**config.mk**
```make
export PLATFORM = sky130hd
export DESIGN_NAME = skl_ctrl
export DESIGN_NICKNAME = d
export VERILOG_FILES = /design/src/rtl/skl_pkg.sv /design/src/rtl/skl_ctrl.sv
export SDC_FILE = /design/constraint.sdc
export NUM_CORES = 1
export LEC_CHECK = 0
export BUFFER_PORTS_ARGS = -buffer_cell sky130_fd_sc_hd__buf_2
export CAP_MARGIN = 20
export CORE_MARGIN = 10
export CORE_UTILIZATION = 45
export CTS_CLUSTER_DIAMETER = 200
export DETAILED_ROUTE_END_ITERATION = 6
export MAX_ROUTING_LAYER = met4
export PLACE_DENSITY = 0.68
export SLEW_MARGIN = 20
export SYNTH_ARGS = -nofsm -noshare
export SYNTH_HDL_FRONTEND = slang
export SYNTH_SLANG_ARGS = --single-unit
export TNS_END_PERCENT = 5
```
**constraint.sdc**
```tcl
create_clock -name clk -period 6.75 [get_ports clk]
set_input_delay 2.025 -clock clk [delete_from_list [all_inputs] [get_ports clk]]
set_output_delay 2.025 -clock clk [all_outputs]
set_load 0.005 [all_outputs]
```
**src/rtl/skl_pkg.sv**
```systemverilog
package skl_pkg;

  // Field widths fixed by the interface
  localparam int DATA_W  = 32;
  localparam int COUNT_W = 7;
  localparam int INDEX_W = 6;

  // Default configuration
  localparam int MAX_KEYS_DEF  = 64;
  localparam int FRAC_BITS_DEF = 16;

  // Commands from the controller to the datapath
  typedef struct packed {
    logic key_wr;
    logic q_cap;
    logic scan_step;
    logic nd_load;
    logic div_step;
    logic vp_load;
    logic diff_load;
    logic mul_en;
    logic add_en;
    logic res_zero;
    logic res_direct;
    logic out_load;
  } skl_cmd_t;

endpackage

```
**src/rtl/skl_ctrl.sv**
```systemverilog
module skl_ctrl #(
  parameter int MAX_KEYS  = skl_pkg::MAX_KEYS_DEF,
  parameter int FRAC_BITS = skl_pkg::FRAC_BITS_DEF,
  localparam int IW = $clog2(MAX_KEYS)
) (
  input  logic                          clk,
  input  logic                          rst,
  input  logic                          in_valid,
  output logic                          in_stall,
  input  logic                          mode,
  output logic                          out_valid,
  input  logic                          out_stall,
  input  logic                          cfg_wen,
  input  logic [skl_pkg::COUNT_W-1:0]   cfg_wdata,
  input  logic                          gt,
  output skl_pkg::skl_cmd_t             cmd,
  output logic [IW-1:0]                 t_addr,
  output logic [IW-1:0]                 v_addr
);
  import skl_pkg::*;

  localparam int CW = $clog2(MAX_KEYS + 1);
  localparam int DW = $clog2(FRAC_BITS);

  typedef enum logic [8:0] {
    S_IDLE = 9'b000000001,
    S_SCAN = 9'b000000010,
    S_VB   = 9'b000000100,
    S_VC   = 9'b000001000,
    S_DIV  = 9'b000010000,
    S_MUL  = 9'b000100000,
    S_ADD  = 9'b001000000,
    S_FIN  = 9'b010000000,
    S_LAST = 9'b100000000
  } state_t;

  state_t            state;
  state_t            state_next;
  logic [COUNT_W-1:0] key_count;
  logic [IW-1:0]     idx;
  logic [IW-1:0]     idx_next;
  logic              direct;
  logic              direct_next;
  logic [DW-1:0]     div_cnt;
  logic [DW-1:0]     div_cnt_next;
  logic [CW-1:0]     n;
  logic [CW-1:0]     idx_inc;
  logic              accept;
  logic              out_take;

  // Clamp the key count to the table depth
  assign n = (32'(key_count) > MAX_KEYS) ? CW'(MAX_KEYS) : CW'(key_count);
  assign idx_inc  = CW'(idx) + CW'(1);
  assign in_stall = (state != S_IDLE);
  assign accept   = in_valid && (state == S_IDLE);
  assign out_take = !out_valid || !out_stall;

  always_comb begin
    state_next   = state;
    idx_next     = idx;
    direct_next  = direct;
    div_cnt_next = div_cnt;
    cmd          = '0;
    t_addr       = '0;
    v_addr       = '0;
    unique case (state)
      S_IDLE: begin
        // Take a request; loads finish here
        if (accept) begin
          if (!mode) begin
            cmd.key_wr = 1'b1;
          end else begin
            cmd.q_cap = 1'b1;
            idx_next  = '0;
            if (n == '0) begin
              cmd.res_zero = 1'b1;
              state_next   = S_FIN;
            end else begin
              state_next = S_SCAN;
            end
          end
        end
      end
      S_SCAN: begin
        // Compare one key per cycle, prefetch the next
        t_addr = IW'(idx_inc);
        if (gt) begin
          if (idx == '0) begin
            direct_next = 1'b1;
            v_addr      = '0;
          end else begin
            direct_next = 1'b0;
            v_addr      = idx - IW'(1);
            cmd.nd_load = 1'b1;
          end
          state_next = S_VB;
        end else begin
          cmd.scan_step = 1'b1;
          if (idx_inc == n) begin
            direct_next = 1'b1;
            v_addr      = idx;
            state_next  = S_VB;
          end else begin
            idx_next = IW'(idx_inc);
          end
        end
      end
      S_VB: begin
        // Take the edge value or the lower bracket value
        if (direct) begin
          cmd.res_direct = 1'b1;
          state_next     = S_FIN;
        end else begin
          cmd.vp_load = 1'b1;
          v_addr      = idx;
          state_next  = S_VC;
        end
      end
      S_VC: begin
        cmd.diff_load = 1'b1;
        div_cnt_next  = '0;
        state_next    = S_DIV;
      end
      S_DIV: begin
        // One fraction bit per cycle
        cmd.div_step = 1'b1;
        div_cnt_next = div_cnt + DW'(1);
        if (div_cnt == DW'(FRAC_BITS - 1)) begin
          state_next = S_MUL;
        end
      end
      S_MUL: begin
        cmd.mul_en = 1'b1;
        state_next = S_ADD;
      end
      S_ADD: begin
        cmd.add_en = 1'b1;
        state_next = S_FIN;
      end
      S_FIN: begin
        // Hold until the output register is free
        if (out_take) begin
          cmd.out_load = 1'b1;
          state_next   = S_IDLE;
        end
      end
      S_LAST: begin
        state_next = S_IDLE;
      end
      default: begin
        state_next = S_IDLE;
      end
    endcase
  end

  always_ff @(posedge clk) begin
    if (rst) begin
      state     <= S_IDLE;
      out_valid <= 1'b0;
      key_count <= '0;
    end else begin
      state     <= state_next;
      out_valid <= cmd.out_load || (out_valid && out_stall);
      if (cfg_wen) begin
        key_count <= cfg_wdata;
      end
    end
  end

  always_ff @(posedge clk) begin
    idx     <= idx_next;
    direct  <= direct_next;
    div_cnt <= div_cnt_next;
  end

endmodule
```
==> impl_metrics.toml <==
[outcome]
status = "complete, no violations"

[worst_setup_path]
worstPathRequired_ns = 4.72
cp-end-kind = "primary output"
r2r-end = "idx[0]$_DFFE_PP_"
timing_worst_setup_path_type = "in -> out"
worstSetupStartpoint = "gt"
worst-r2r-cell-count = 7
worstPathMaxFanout = 7
crit_path_start_kind = "primary input"
reg2reg_setup_slack_ns = 4.19
worst_ep_arrival_time_ns = 3.14
crit-reg2reg-launch = "idx[0]$_DFFE_PP_"

[synth]
postSynthNetCount = 206
ys_warn_count = 0
netlist.top_cell.by_area = "edfxtp_1"
postSynth.asyncResetShare_pct = 0
synth.cell_area_um2 = 1650
synth_cell_types = 50
postSynthCellCount = 188
synth_seq_area_share_pct = 39.4
top_cells_by_area_in_the_synthesized_netlist = "edfxtp_1 20%, dfxtp_1 19%, nor2_1 6.8%, mux2i_1 4.2%, a21oi_1 3.6%"
dominant_cell_by_count_in_the_synthesized_netlist = "nor2_1"
synth-main-ff-cell = "dfxtp_1"
synth-edff-count = 11
ys_top_cells_by_count = "30 x nor2_1, 16 x dfxtp_1, 12 x a21oi_1, 12 x inv_1, 11 x edfxtp_1"
yosys_register_bits = 27
syn-mean-instance-area_um2 = 8.79
synth.top_cell.area_share_pct = 20.0

[global_routing]
first_pass_grt_wire_length_mm = 6.77
global_route_usage_sum_pct = 13.0
first_global_vias = 1512
number_of_antenna_violations_at_the_first_check_in_global_routing = 0
grt.overflow.total = 0
maximum_number_of_pins_on_one_net_before_global_route_repair = 15

[route]
drt_drc_violations_left = 0
wl_met3_um = 309
drt_pre_antenna_iters = 4
met1_wire_length_mm = 1.97
routed.top_layer = "met4"
route.final.wire_length_mm = 4.09
wl_met2_mm = 1.76
detail_route.vias_per_cell = 5.64
via_count = 1535
ant_nets = 0
drt-wirelength-per-cell_um = 15.0
drt_iter0_drc = 129

[min_path]
holdPathStages = 2
hold_class = "reg -> reg"
worstHoldStart = "out_valid$_SDFF_PP0_"
hold_end = "out_valid$_SDFF_PP0_"

[power_and_ir_drop]
power_density_nw_per_um2 = 203
total_leakage_power_nw = 0.839
finalPower_mw = 0.390
irDropWorstVdd_mv = 0.104

[sta]
clock_skew_ns = 0.00698
period_minus_slack_ns = 5.16
tightestPinTransition_ns = 0.590
maxClockFrequency_ghz = 0.194
grt_setup_unrepaired = "no"
setup-tns-final_ns = 0
max_slew_margin_vs_limit_pct = 60.4
finalSetupViolCount = 0
final_hold_viol_count = 0
timing.final.crit_share_pct = 76.5
drv_slew = 0

[place]
gp_congestion = 0.839
buffer_ports.inserted = 39
place_inst = 268
hpwlAfterDp_mm = 3.18

[floorplanning]
design.portCount = 40
floorplan.die.width_um = 80.6
floorplan.rows = 21
fp.coreArea_um2 = 3440
initial_core_util_pct = 48.0
floorplan.die_area_um2 = 6500
die_height_um = 80.6

[flow_run]
max_cap_viol_count = 0

[clock_tree]
max-clock-path-buffers = 2
clk_root_buffer_cell = "clkbuf_8"
clock_latency_ns = 0.28
cts_tree = "done"
numCtsBuffers = 3
cts-hold-fix-buffers = 0
post_cts_resize_count = 0
cts_setup_buffers = 0
h-tree-depth = 1
cts.sinks = 27
clock_pin_slew_on_the_worst_setup_and_hold_paths_ns = 0.09

[finish]
antennaDiodeCount = 0
final-instance-count-excl-fill = 272
post_route_cells_drive_above_1_share_pct = 23.0
area_growth_pct = 16.4
nNetsFinal = 245
==> worst max-delay path, stage by stage <==
cell and delay (ns):
buf_2 0.11, inv_1 0.07, a31o_2 0.23, nor2_1 0.28
o21ai_0 0.17, o21ai_1 0.11, buf_2 0.13
==> worst max path at each step <==
stage,endpoint,cells after the start
CTS,v_addr[3],7
finish,v_addr[4],7
global placement,v_addr[3],7
detailed placement,v_addr[3],7
global route,v_addr[3],7
floorplan,v_addr[3],5
==> kinds of logic (layout without fill, tap and decap cells) <==
logic type,Yosys count,after routing,synth area share [%]
fa+ha+maj,4,4,3.03
simple gates,82,82,26.6
xor+xnor,9,9,5.22
flops,27,27,39.4
compound gates,41,41,17.0
buf+inv,18,56,4.54
mux,7,7,4.24
==> cell usage in the layout, fill, tap and decap left out, drive strengths merged, types with 3 or more instances in the layout <==
| cell type | instances |
|---|---|
| nor2 | 30 |
| nor4 | 4 |
| buf | 39 |
| nor3b | 3 |
| xnor2 | 7 |
| a31oi | 3 |
| edfxtp | 11 |
| mux2i | 7 |
| clkbuf | 4 |
| nor2b | 5 |
| a21oi | 13 |
| ha | 4 |
| inv | 13 |
| o21ai | 13 |
| nand3 | 5 |
| nor3 | 7 |
| nand2 | 10 |
| dfxtp | 16 |
| and3 | 3 |
==> routing by layer <==
metal,up-vias,GRT usage [%]
li1,757,-
met1,718,16.2
met2,53,19.0
met3,7,4.57
met4,0,4.40
met5,-,-
==> final cells by class <==
type / instances / area [µm²]
timing repair buffer: 39 / 195
clock buffer: 4 / 45.0
inverter: 13 / 48.8
sequential: 27 / 651
tap: 46 / 57.6
fill: 307 / 1520
multi-input combinational: 143 / 927
==> power by group <==
group / switching [mW] / internal [mW]
logic: 0.0618 / 0.0402
registers: 0.0128 / 0.181
clock network: 0.0521 / 0.0423
total: 0.127 / 0.263
==> state kept, by name, summed over array words and instances (netlist names) <==
| register | flops |
|---|---|
| div_cnt | 4 |
| key_count | 7 |
| state | 8 |
| idx | 6 |
| out_valid | 1 |
| direct | 1 |
==> per-stage QoR <==
stage,setup slack (ns),utilization (%),hold slack (ns),instance area [µm²]
6_report,1.59,55.9,0.510,1920
5_1_grt,1.41,55.9,0.552,1920
4_1_cts,1.61,55.9,0.512,1920
3_5_place_dp,1.62,54.6,0.498,1880
3_3_place_gp,1.67,54.6,0.492,1880
2_1_floorplan,1.93,-,0.476,1650
Power figures use the tool's default switching activity.
